--- config.mk ---
export PLATFORM = sky130hd
export DESIGN_NAME = time_budget_watchdog_check
export DESIGN_NICKNAME = d
export VERILOG_FILES = /design/src/design/tbwd_pkg.sv /design/src/design/tbwd_datapath.sv /design/src/design/tbwd_controller.sv /design/src/design/time_budget_watchdog_check.sv
export SDC_FILE = /design/constraint.sdc
export NUM_CORES = 2
export LEC_CHECK = 0
export ABC_AREA = 1
export BUFFER_PORTS_ARGS = -buffer_cell sky130_fd_sc_hd__clkbuf_2
export CORE_ASPECT_RATIO = 0.6
export CORE_MARGIN = 3
export CORE_UTILIZATION = 53
export CTS_BUF_LIST = sky130_fd_sc_hd__clkbuf_8
export CTS_CLUSTER_SIZE = 14
export DETAILED_ROUTE_END_ITERATION = 10
export HOLD_SLACK_MARGIN = 0.03
export PLACE_DENSITY = 0.75
export SLEW_MARGIN = 10
export SYNTH_ARGS = -nofsm -noshare
export SYNTH_HDL_FRONTEND = slang
export SYNTH_SLANG_ARGS = --single-unit
--- constraint.sdc ---
create_clock -name clk_i -period 9.9 [get_ports clk_i]
set_clock_uncertainty 0.1 [all_clocks]
set_input_delay 1.98 -clock clk_i [delete_from_list [all_inputs] [get_ports clk_i]]
set_output_delay 1.98 -clock clk_i [all_outputs]
set_load 0.005 [all_outputs]
--- src/design/tbwd_pkg.sv ---
// ----------------------------------------------------------------------------
// tbwd_pkg
// Types and constants shared by the time budget watchdog check block.
// ----------------------------------------------------------------------------
package tbwd_pkg;

  localparam logic [31:0] MAX_BUDGET_MS    = 32'd3600000;
  localparam logic [31:0] MS_TO_TICK_UNITS = 32'd10000;
  localparam logic [31:0] PERCENT_FULL     = 32'd100;

  localparam logic [19:0] TIME_INCREMENT_RESET = 20'd156250;
  localparam logic [4:0]  RUN_LEVEL_RESET      = 5'd2;

  localparam logic [2:0] CFG_MAX_TIME_MS        = 3'd0;
  localparam logic [2:0] CFG_TIME_INCREMENT     = 3'd1;
  localparam logic [2:0] CFG_TRY_EXTEND         = 3'd2;
  localparam logic [2:0] CFG_STARVATION_PERCENT = 3'd3;
  localparam logic [2:0] CFG_RUN_LEVEL          = 3'd4;

  localparam logic [2:0] REASON_NONE    = 3'd0;
  localparam logic [2:0] REASON_ELAPSED = 3'd1;
  localparam logic [2:0] REASON_YIELD   = 3'd2;
  localparam logic [2:0] REASON_SINGLE  = 3'd3;
  localparam logic [2:0] REASON_TOTAL   = 3'd4;

  localparam logic KIND_START = 1'b0;
  localparam logic KIND_QUERY = 1'b1;

  typedef struct packed {
    logic        kind;
    logic [62:0] current_tick;
    logic        yield_hint;
    logic        watchdog_ok;
    logic [31:0] single_limit;
    logic [31:0] single_remaining;
    logic [31:0] total_limit;
    logic [31:0] total_remaining;
  } in_item_t;

  typedef struct packed {
    logic        out_of_budget;
    logic [2:0]  last_reason;
    logic [31:0] time_spent;
  } out_item_t;

  typedef enum logic [3:0] {
    S_IDLE,
    S_MUL,
    S_DIV,
    S_COMMIT,
    S_QUERY,
    S_WD_S,
    S_WD_SC,
    S_WD_T,
    S_WD_TC,
    S_OUT
  } state_e;

  typedef struct packed {
    logic       load_item;
    logic       mul_units;
    logic       mul_single;
    logic       mul_total;
    logic       div_step;
    logic       commit_start;
    logic       spent_we;
    logic       reason_we;
    logic [2:0] reason;
    logic       stop_we;
    logic       stop;
    logic       out_load;
  } ctrl_cmd_t;

  typedef struct packed {
    logic in_kind;
    logic passive;
    logic budget_zero;
    logic past_end;
    logic try_extend;
    logic yield_hint;
    logic wd_ok;
    logic div_last;
    logic single_hit;
    logic total_hit;
    logic out_free;
  } dp_status_t;

endpackage

--- src/design/tbwd_datapath.sv ---
// ----------------------------------------------------------------------------
// tbwd_datapath
// Configuration registers, budget state, shared multiplier, radix-2 divider
// and output register of the time budget watchdog check block.
// ----------------------------------------------------------------------------
module tbwd_datapath (
  input  logic                clk_i,
  input  logic                rst_ni,
  input  tbwd_pkg::in_item_t  in_data_i,
  input  logic                cfg_valid_i,
  input  logic [2:0]          cfg_index_i,
  input  logic [31:0]         cfg_data_i,
  input  tbwd_pkg::ctrl_cmd_t cmd_i,
  output tbwd_pkg::dp_status_t status_o,
  input  logic                out_ready_i,
  output logic                out_valid_o,
  output tbwd_pkg::out_item_t out_data_o
);
  import tbwd_pkg::*;

  in_item_t    item_q;
  logic [31:0] max_ms_q;
  logic [19:0] tinc_q;
  logic        try_ext_q;
  logic [6:0]  starv_q;
  logic [4:0]  run_level_q;

  logic [62:0] start_tick_q;
  logic [63:0] end_tick_q;
  logic [31:0] budget_q;
  logic [31:0] spent_q;
  logic [2:0]  reason_q;
  logic        stop_q;

  logic [31:0] prod_q, prod_d;
  logic [19:0] rem_q, rem_d;
  logic [31:0] quot_q;
  logic [4:0]  cnt_q;
  logic        qbit;

  logic        out_valid_q;
  out_item_t   out_q;

  logic [31:0] ms_clamp;
  logic [31:0] allowed;
  logic [31:0] mul_a, mul_b;
  logic [63:0] mul_full;
  logic [20:0] trial;
  logic [20:0] div_ext;
  logic [4:0]  bit_idx;
  logic [31:0] budget_d;
  logic [31:0] pct_s, pct_t;
  logic        spent_ok;

  assign ms_clamp = (max_ms_q < MAX_BUDGET_MS) ? max_ms_q : MAX_BUDGET_MS;
  assign allowed  = PERCENT_FULL - {25'd0, starv_q};

  always_comb begin
    mul_a = ms_clamp;
    mul_b = MS_TO_TICK_UNITS;
    if (cmd_i.mul_single) begin
      mul_a = item_q.single_limit;
      mul_b = allowed;
    end else if (cmd_i.mul_total) begin
      mul_a = item_q.total_limit;
      mul_b = allowed;
    end
  end

  assign mul_full = mul_a * mul_b;
  assign prod_d   = mul_full[31:0];

  // restoring division of prod_q by the tick increment, msb first
  assign bit_idx = 5'd31 - cnt_q;
  assign trial   = {rem_q, prod_q[bit_idx]};
  assign div_ext = {1'b0, tinc_q};

  always_comb begin
    if (trial >= div_ext) begin
      qbit  = 1'b1;
      rem_d = 20'(trial - div_ext);
    end else begin
      qbit  = 1'b0;
      rem_d = trial[19:0];
    end
  end

  assign budget_d = (tinc_q == 20'd0) ? 32'd0 : quot_q;

  // times 100 as shift and add, wrapping to 32 bits
  assign pct_s = (item_q.single_remaining << 6) + (item_q.single_remaining << 5)
               + (item_q.single_remaining << 2);
  assign pct_t = (item_q.total_remaining << 6) + (item_q.total_remaining << 5)
               + (item_q.total_remaining << 2);

  assign spent_ok = (item_q.current_tick > start_tick_q) && (start_tick_q != 63'd0);

  always_ff @(posedge clk_i or negedge rst_ni) begin
    if (!rst_ni) begin
      max_ms_q    <= 32'd0;
      tinc_q      <= TIME_INCREMENT_RESET;
      try_ext_q   <= 1'b0;
      starv_q     <= 7'd0;
      run_level_q <= RUN_LEVEL_RESET;
    end else if (cfg_valid_i) begin
      case (cfg_index_i)
        CFG_MAX_TIME_MS:        max_ms_q    <= cfg_data_i;
        CFG_TIME_INCREMENT:     tinc_q      <= cfg_data_i[19:0];
        CFG_TRY_EXTEND:         try_ext_q   <= cfg_data_i[0];
        CFG_STARVATION_PERCENT: starv_q     <= cfg_data_i[6:0];
        CFG_RUN_LEVEL:          run_level_q <= cfg_data_i[4:0];
        default: ;
      endcase
    end
  end

  always_ff @(posedge clk_i or negedge rst_ni) begin
    if (!rst_ni) begin
      start_tick_q <= 63'd0;
      end_tick_q   <= 64'd0;
      budget_q     <= 32'd0;
      spent_q      <= 32'd0;
      reason_q     <= REASON_NONE;
      stop_q       <= 1'b0;
    end else begin
      if (cmd_i.commit_start) begin
        budget_q     <= budget_d;
        start_tick_q <= item_q.current_tick;
        end_tick_q   <= {1'b0, item_q.current_tick} + {32'd0, budget_d};
        stop_q       <= 1'b0;
      end
      if (cmd_i.spent_we && spent_ok) begin
        spent_q <= item_q.current_tick[31:0] - start_tick_q[31:0];
      end
      if (cmd_i.reason_we) begin
        reason_q <= cmd_i.reason;
      end
      if (cmd_i.stop_we) begin
        stop_q <= cmd_i.stop;
      end
    end
  end

  always_ff @(posedge clk_i) begin
    if (cmd_i.load_item) begin
      item_q <= in_data_i;
    end
    if (cmd_i.mul_units || cmd_i.mul_single || cmd_i.mul_total) begin
      prod_q <= prod_d;
    end
    if (cmd_i.div_step) begin
      quot_q <= {quot_q[30:0], qbit};
    end
  end

  always_ff @(posedge clk_i or negedge rst_ni) begin
    if (!rst_ni) begin
      rem_q <= 20'd0;
      cnt_q <= 5'd0;
    end else if (cmd_i.mul_units) begin
      rem_q <= 20'd0;
      cnt_q <= 5'd0;
    end else if (cmd_i.div_step) begin
      rem_q <= rem_d;
      cnt_q <= cnt_q + 5'd1;
    end
  end

  always_ff @(posedge clk_i or negedge rst_ni) begin
    if (!rst_ni) begin
      out_valid_q <= 1'b0;
    end else if (cmd_i.out_load) begin
      out_valid_q <= 1'b1;
    end else if (out_ready_i) begin
      out_valid_q <= 1'b0;
    end
  end

  always_ff @(posedge clk_i) begin
    if (cmd_i.out_load) begin
      out_q.out_of_budget <= stop_q;
      out_q.last_reason   <= reason_q;
      out_q.time_spent    <= spent_q;
    end
  end

  assign out_valid_o = out_valid_q;
  assign out_data_o  = out_q;

  assign status_o.in_kind     = in_data_i.kind;
  assign status_o.passive     = (run_level_q == 5'd0);
  assign status_o.budget_zero = (budget_q == 32'd0);
  assign status_o.past_end    = ({1'b0, item_q.current_tick} > end_tick_q);
  assign status_o.try_extend  = try_ext_q;
  assign status_o.yield_hint  = item_q.yield_hint;
  assign status_o.wd_ok       = item_q.watchdog_ok;
  assign status_o.div_last    = (cnt_q == 5'd31);
  assign status_o.single_hit  = (item_q.single_limit != 32'd0) && (pct_s < prod_q);
  assign status_o.total_hit   = (item_q.total_limit != 32'd0) && (pct_t < prod_q);
  assign status_o.out_free    = !out_valid_q || out_ready_i;

endmodule

--- src/design/tbwd_controller.sv ---
// ----------------------------------------------------------------------------
// tbwd_controller
// Sequencer for start and query requests of the time budget watchdog check.
// ----------------------------------------------------------------------------
module tbwd_controller (
  input  logic                 clk_i,
  input  logic                 rst_ni,
  input  logic                 in_valid_i,
  output logic                 in_ready_o,
  input  tbwd_pkg::dp_status_t status_i,
  output tbwd_pkg::ctrl_cmd_t  cmd_o
);
  import tbwd_pkg::*;

  state_e state_q, state_d;
  logic   accept;

  assign in_ready_o = (state_q == S_IDLE);
  assign accept     = in_valid_i && in_ready_o;

  always_ff @(posedge clk_i or negedge rst_ni) begin
    if (!rst_ni) begin
      state_q <= S_IDLE;
    end else begin
      state_q <= state_d;
    end
  end

  always_comb begin
    state_d = state_q;
    case (state_q)
      S_IDLE: begin
        if (accept) begin
          state_d = (status_i.in_kind == KIND_QUERY) ? S_QUERY : S_MUL;
        end
      end
      S_MUL: state_d = S_DIV;
      S_DIV: begin
        if (status_i.div_last) begin
          state_d = S_COMMIT;
        end
      end
      S_COMMIT: state_d = S_OUT;
      S_QUERY: begin
        if (status_i.passive || status_i.budget_zero || status_i.past_end ||
            !status_i.wd_ok) begin
          state_d = S_OUT;
        end else begin
          state_d = S_WD_S;
        end
      end
      S_WD_S: state_d = S_WD_SC;
      S_WD_SC: state_d = status_i.single_hit ? S_OUT : S_WD_T;
      S_WD_T: state_d = S_WD_TC;
      S_WD_TC: state_d = S_OUT;
      S_OUT: begin
        if (status_i.out_free) begin
          state_d = S_IDLE;
        end
      end
      default: state_d = S_IDLE;
    endcase
  end

  always_comb begin
    cmd_o           = '0;
    cmd_o.reason    = REASON_NONE;
    cmd_o.load_item = accept;
    case (state_q)
      S_MUL:    cmd_o.mul_units    = 1'b1;
      S_DIV:    cmd_o.div_step     = 1'b1;
      S_COMMIT: cmd_o.commit_start = 1'b1;
      S_QUERY: begin
        cmd_o.stop_we = 1'b1;
        if (status_i.passive) begin
          cmd_o.stop = 1'b0;
        end else if (status_i.budget_zero) begin
          cmd_o.stop      = status_i.yield_hint;
          cmd_o.reason_we = status_i.yield_hint;
          cmd_o.reason    = REASON_YIELD;
        end else begin
          cmd_o.spent_we = 1'b1;
          if (status_i.past_end) begin
            if (status_i.try_extend) begin
              cmd_o.stop      = status_i.yield_hint;
              cmd_o.reason_we = status_i.yield_hint;
              cmd_o.reason    = REASON_YIELD;
            end else begin
              cmd_o.stop      = 1'b1;
              cmd_o.reason_we = 1'b1;
              cmd_o.reason    = REASON_ELAPSED;
            end
          end else begin
            cmd_o.stop = 1'b0;
          end
        end
      end
      S_WD_S: cmd_o.mul_single = 1'b1;
      S_WD_SC: begin
        cmd_o.stop_we   = status_i.single_hit;
        cmd_o.stop      = 1'b1;
        cmd_o.reason_we = status_i.single_hit;
        cmd_o.reason    = REASON_SINGLE;
      end
      S_WD_T: cmd_o.mul_total = 1'b1;
      S_WD_TC: begin
        cmd_o.stop_we   = 1'b1;
        cmd_o.stop      = status_i.total_hit;
        cmd_o.reason_we = status_i.total_hit;
        cmd_o.reason    = REASON_TOTAL;
      end
      S_OUT: cmd_o.out_load = status_i.out_free;
      default: ;
    endcase
  end

endmodule

--- src/design/time_budget_watchdog_check.sv ---
// ----------------------------------------------------------------------------
// time_budget_watchdog_check
// Processing-time budget checker with watchdog threshold tests.
// ----------------------------------------------------------------------------
// start request: the budget comes from the radix-2 budget divider, one quotient
//   bit per cycle; the next request is taken once the result is loaded
// query request: up to two watchdog products from the shared multiplier, single
//   then total, each formed in one state and compared in the next
// reset: asynchronous, clears budget state and output valid, loads register
//   reset values; no clearing pass
module time_budget_watchdog_check (
  input  logic                clk_i,
  input  logic                rst_ni,
  input  logic                in_valid_i,
  output logic                in_ready_o,
  input  tbwd_pkg::in_item_t  in_data_i,
  output logic                out_valid_o,
  input  logic                out_ready_i,
  output tbwd_pkg::out_item_t out_data_o,
  input  logic                cfg_valid_i,
  output logic                cfg_ready_o,
  input  logic [2:0]          cfg_index_i,
  input  logic [31:0]         cfg_data_i
);
  import tbwd_pkg::*;

  ctrl_cmd_t  cmd;
  dp_status_t status;

  assign cfg_ready_o = 1'b1;

  tbwd_controller u_ctrl (
    .clk_i      (clk_i),
    .rst_ni     (rst_ni),
    .in_valid_i (in_valid_i),
    .in_ready_o (in_ready_o),
    .status_i   (status),
    .cmd_o      (cmd)
  );

  tbwd_datapath u_dp (
    .clk_i       (clk_i),
    .rst_ni      (rst_ni),
    .in_data_i   (in_data_i),
    .cfg_valid_i (cfg_valid_i),
    .cfg_index_i (cfg_index_i),
    .cfg_data_i  (cfg_data_i),
    .cmd_i       (cmd),
    .status_o    (status),
    .out_ready_i (out_ready_i),
    .out_valid_o (out_valid_o),
    .out_data_o  (out_data_o)
  );

  a_busy_after_accept: assert property (@(posedge clk_i) disable iff (!rst_ni)
    in_valid_i && in_ready_o |=> !in_ready_o)
    else $error("input ready while a request is in flight");

  a_reason_range: assert property (@(posedge clk_i) disable iff (!rst_ni)
    out_valid_o |-> out_data_o.last_reason <= REASON_TOTAL)
    else $error("reason code out of range");

  a_result_after_work: assert property (@(posedge clk_i) disable iff (!rst_ni)
    $rose(out_valid_o) |-> $past(!in_ready_o))
    else $error("result issued without a request in flight");

endmodule
### After elaboration in Yosys (flattened, before gate mapping)

Cells that the tools add are included.

* register bits: 579
* latch bits: 0
* RAM bits: 0
* bits in read-only memories: 0
* output and inout bits: 39
* logic and storage cells: 135
* memories kept: 0

* $add $sub $neg: 10
* $mul: 1
* divide/modulo/power cells: 0
* magnitude comparators: 7
* equality and inequality tests: 17
* shifts and indexed selects: 0
* muxes and demuxes: 42
* bitwise gates (word level): 0
* reductions and logical operators: 31

Operators by type and width (count)
* 2-to-1 mux 32 bit: 6
* adder 32 bit: 4
* adder 63 x 32 -> 64 bit: 1
* > comparator 63 x 64 -> 1 bit: 1
* < comparator 32 bit: 2
* nonzero test 32 bit: 2
* > comparator 63 bit: 1
* nonzero test 63 bit: 1
* 2-to-1 mux 20 bit: 3
* case mux 4 bit (9 select lines): 1
* logical NOT 32 bit: 1
* < comparator 32 x 22 -> 1 bit, second input constant: 1
* multiplier 32 x 32 -> 32 bit: 1
* 2-to-1 mux 4 bit: 8
* subtractor 32 bit: 1
* >= comparator 21 x 20 -> 1 bit: 1
* logical NOT 20 bit: 1
* subtractor 20 bit: 1
* 2-to-1 mux 1 bit: 18
* case mux 6 bit (3 select lines): 1
* == test 4 x 3 -> 1 bit, second input constant: 4
* 2-to-1 mux 5 bit: 3
* AND reduction 2 bit: 5
* == test 4 x 2 -> 1 bit, second input constant: 2
* other kinds (23): 38

### Depth between registers and ports, before layout

* depth after elaboration: 7
* gate-level depth with buffers: 48
* mapped depth without buffers: 48

### Hierarchy

A second synthesis with hierarchy kept.

* cell total of the unflattened synthesis: 5315
* area, all modules: 47697.0 um^2

By module, submodules not included
* tbwd_datapath: instances 1, cells each 5227, area an instance 47205.3 um^2, sequential area each 15846.4 um^2
* tbwd_controller: instances 1, cells each 86, area an instance 480.5 um^2, sequential area each 100.1 um^2
* time_budget_watchdog_check: instances 1, cells each 2, area an instance 11.3 um^2, sequential area each 0.0 um^2

### Least setup slack after synthesis

Ideal clock, no wire load.

* kind: in2reg
* start point: input in_valid_i
* end point: register u_dp.item_q[0] (netlist name) (enable)
* library setup time: 0.740 ns
* data arrival time: 9.785 ns
* data required time: 9.060 ns
* setup slack: -0.725 ns
* cell stages on the path: 2
* buffers on the path: 0
* cell sequence: inv_1 > nor2_1

RTL lines
* start, declared: RTL line time_budget_watchdog_check.sv:14 `input logic in_valid_i,`
* end signal, assigned: RTL line tbwd_datapath.sv:146 `item_q <= in_data_i;`
* end, declared: RTL line tbwd_datapath.sv:21 `in_item_t item_q;`

### Worst setup path in the final report

* start point: register u_ctrl.state_q[1]
* end point: register u_dp.prod_q[30] (data pin)

* cells in the longest elaborated chain, start to end: 5

Ends and longest elaborated chain
* start, declared: RTL line tbwd_controller.sv:15 `state_e state_q, state_d;`
* start signal, assigned: RTL line tbwd_controller.sv:25 `state_q <= state_d;`
* == test 4 x 3 -> 1 bit: RTL line tbwd_controller.sv:69 `case (state_q)`
* 2-to-1 mux 1 bit: RTL line tbwd_controller.sv:69
* 2-to-1 mux 32 bit: RTL line tbwd_datapath.sv:64 `end else if (cmd_i.mul_total) begin`
* 2-to-1 mux 32 bit: RTL line tbwd_datapath.sv:61 `if (cmd_i.mul_single) begin`
* multiplier 32 x 32 -> 32 bit *: RTL line tbwd_datapath.sv:70 `assign mul_full = mul_a * mul_b;`
* named net u_dp.mul_full[30]: RTL line tbwd_datapath.sv:47 `logic [63:0] mul_full;`
* end signal, assigned: RTL line tbwd_datapath.sv:149 `prod_q <= prod_d;`
* end, declared: RTL line tbwd_datapath.sv:35 `logic [31:0] prod_q, prod_d;`

The timed path passes the listed nets; every way through them passes the cells marked *.
A chain may end at the register's enable or synchronous reset.

==> metrics.cfg <==
[hold_path]
min_path_type = reg -> reg
whs_path_depth = 0
hold_start = u_dp.quot_q[23]
holdPathEnd = u_dp.quot_q[24]

[placed_design]
place.port_buffers = 267
hpwl_um = 116000
gp_congestion = 1.01

[clocking]
cts_resized = 0
cts.clk_slew.worst_paths_ps = 70
tritoncts = done
cts-root-buf = clkbuf_8
cts_hold_buffers = 0
postCtsSetupRepairBufs = 0
cts_sinks = 579
clock_path_buffers = 3
worstSkewPairLatency_ps = 780
htree_levels = 3
numCtsBuffers = 91

[drt]
initialDrtViolationCount = 4499
finalWirelength_um = 142000
drc_errors = 0
vias_per_cell = 5.59
drtPass1Iterations = 6
antenna_left = 0
wire_per_inst_um = 20.8
dr_total_vias = 38200

[logic_synthesis]
ys_seq_area_share_pct = 33.8
synth_edf_count = 289
synthArstFlopShare_pct = 50.1
netlist_area_mm2 = 0.0471
synth.yosys.warnings = 0
synth_ff_type = edfxtp_1
synth_cells = 5287
syn_nets = 6349
synth_cell_type_count = 59
ys_ff_latch = 579
avgSynthCellArea_um2 = 8.92

[die]
pin_count = 273
start_util_pct = 53.7
row_count = 84
die_area_mm2 = 0.0927
dieHeight_um = 237
die_w_um = 391
core-area_mm2 = 0.0879

[sta]
slew_headroom_pct = 19.3
min_period_ps = 9190
fmax_mhz = 109
finalHoldViolCount = 0
setup_viol = 0
drv_slew = 0
tns_ps = 0
rsz0062_at_grt = no
worst_slew_pin_slew_ps = 1210
min_period_over_period_pct = 92.8

[worst_setup_path]
arrival_ps = 9580
worst-setup-path-type = reg -> reg
start_kind = flip-flop
slowest_stage = dfrtp_1
r2r_cells = 33
cp_max_fo = 10
cpPeakStageDelay_ps = 660
rrSetupSlack_ps = 710
cp_top_family = adder cells
worstPathRequired_ps = 10290
crit_path_end_kind = flip-flop
crit_top_cell = inv_1
crit_buf_inv = 8
worstReg2RegStart = u_ctrl.state_q[1]
r2r-end = u_dp.prod_q[30]

[final_layout]
nets = 6653
area_growth_pct = 9.84
fillCellCount = 7681
drive_above_1_share_pct = 8.75

[grt]
grt_pass1_wl_um = 215000
grt_pass1_vias = 35600
grt_usage_pct = 30.7
grt.overflow.total = 0
antenna_found_initial = 7
grt_max_degree = 121

[run]
cap_viol_max_count = 0

[run_status]
status = completed

==> kinds of logic after synthesis <==
group | share of synthesized area [%]
multiplexers | 0.0955
other | 0.00795
XOR/XNOR | 3.38
adder cells (fa/ha/maj) | 28.5
AO/OA/AOI/OAI | 9.89
flip-flops | 33.8
AND/OR/NAND/NOR | 15.4
buffers and inverters | 8.92
==> how the worst max path moves through the flow <==
| stage | start | end | slack (ps) | depth (start not counted) |
|---|---|---|---|---|
| after global routing | u_ctrl.state_q[1] | u_dp.prod_q[30] | 150 | 33 |
| after global placement | u_ctrl.state_q[1] | u_dp.prod_q[30] | 830 | 33 |
| final | u_ctrl.state_q[1] | u_dp.prod_q[30] | 710 | 33 |
| after CTS | u_ctrl.state_q[1] | u_dp.prod_q[30] | 730 | 33 |
| after floorplan | u_ctrl.state_q[1] | u_dp.prod_q[30] | 1930 | 33 |
| after detailed placement | u_ctrl.state_q[1] | u_dp.prod_q[30] | 730 | 33 |
==> state kept, by name, indices dropped and copies added (netlist names), 2 cells and up <==
register / count
u_dp.item_q: 187
u_dp.end_tick_q: 64
u_dp.start_tick_q: 63
u_dp.out_data_o: 36
u_dp.budget_q: 32
u_dp.max_ms_q: 32
u_dp.prod_q: 32
u_dp.quot_q: 32
u_dp.spent_q: 32
u_dp.rem_q: 20
u_dp.tinc_q: 20
u_dp.starv_q: 7
u_dp.cnt_q: 5
u_dp.run_level_q: 5
u_ctrl.state_q: 4
u_dp.reason_q: 3
u_dp.status_o: 2
==> synth_stat cells, types with 19 or more instances <==
master	count	area share, %
clkbuf_1	73	0.58
dfrtp_1	281	15
o21a_1	20	0.32
xnor2_1	83	1.5
inv_1	1008	8.0
o221ai_1	25	0.46
nor3_1	46	0.49
fa_1	407	17
nand2_1	993	7.9
ha_1	421	11
edfxtp_1	289	18
nor2_1	397	3.2
nand3_1	152	1.6
a21oi_1	310	3.3
o21bai_1	23	0.37
nand4_1	58	0.77
o211ai_1	27	0.43
a31oi_1	19	0.25
xor2_1	99	1.8
o22ai_1	21	0.28
o21ai_0	322	3.4
nor4_1	68	0.90
==> through the flow <==
step / setup WS (ps) / area (µm²) / cells / utilization (%) / hold WS, ps
after floorplan: 1930 / 47100 / 5287 / - / 325
after global placement: 833 / 49900 / 6659 / 56.8 / 328
after detailed placement: 726 / 49900 / 6659 / 56.8 / 332
after CTS: 729 / 51800 / 6827 / 58.9 / 345
after global routing: 152 / 51800 / 6829 / 58.9 / 354
final: 713 / 51800 / 6829 / 58.9 / 340
==> final cells by class <==
type	instances	area (µm²)	share of cell area, %
Antenna cell	2	5.00	0.00967
Multi-Input combinational cell	3594	27000	52.2
Tap cell	1161	1450	2.81
Inverter	1019	3820	7.39
Clock buffer	100	1380	2.66
Sequential cell	579	15900	30.8
Timing Repair Buffer	306	1640	3.17
Clock inverter	68	513	0.991
==> placed cells by master (no fill, tap or decap), drive strengths merged, types with 25 or more instances in the layout <==
cell / synthesis / routed
a21oi: 313 / 313
buf: 22 / 40
clkbuf: 73 / 366
clkinv: 4 / 33
dfrtp: 281 / 281
edfxtp: 289 / 289
fa: 407 / 407
ha: 421 / 421
inv: 1015 / 1044
nand2: 999 / 999
nand3: 154 / 154
nand4: 58 / 58
nor2: 404 / 404
nor3: 46 / 46
nor4: 68 / 68
o211ai: 27 / 27
o21ai: 328 / 328
o221ai: 25 / 25
o22ai: 26 / 26
xnor2: 83 / 83
xor2: 99 / 99
==> per-layer routing <==
metal / vias to the layer above / global-route usage (%) / wire length, µm
met5: - / 0 / 38
met4: 6 / 5.08 / 2160
met3: 145 / 13.1 / 21900
met2: 2020 / 36.5 / 49800
met1: 18200 / 50.6 / 68100
li1: 17800 / - / -
Power is left out: the tool's default activity adds up to more than one toggle a clock period on the data nets, which glitch-free logic cannot reach.
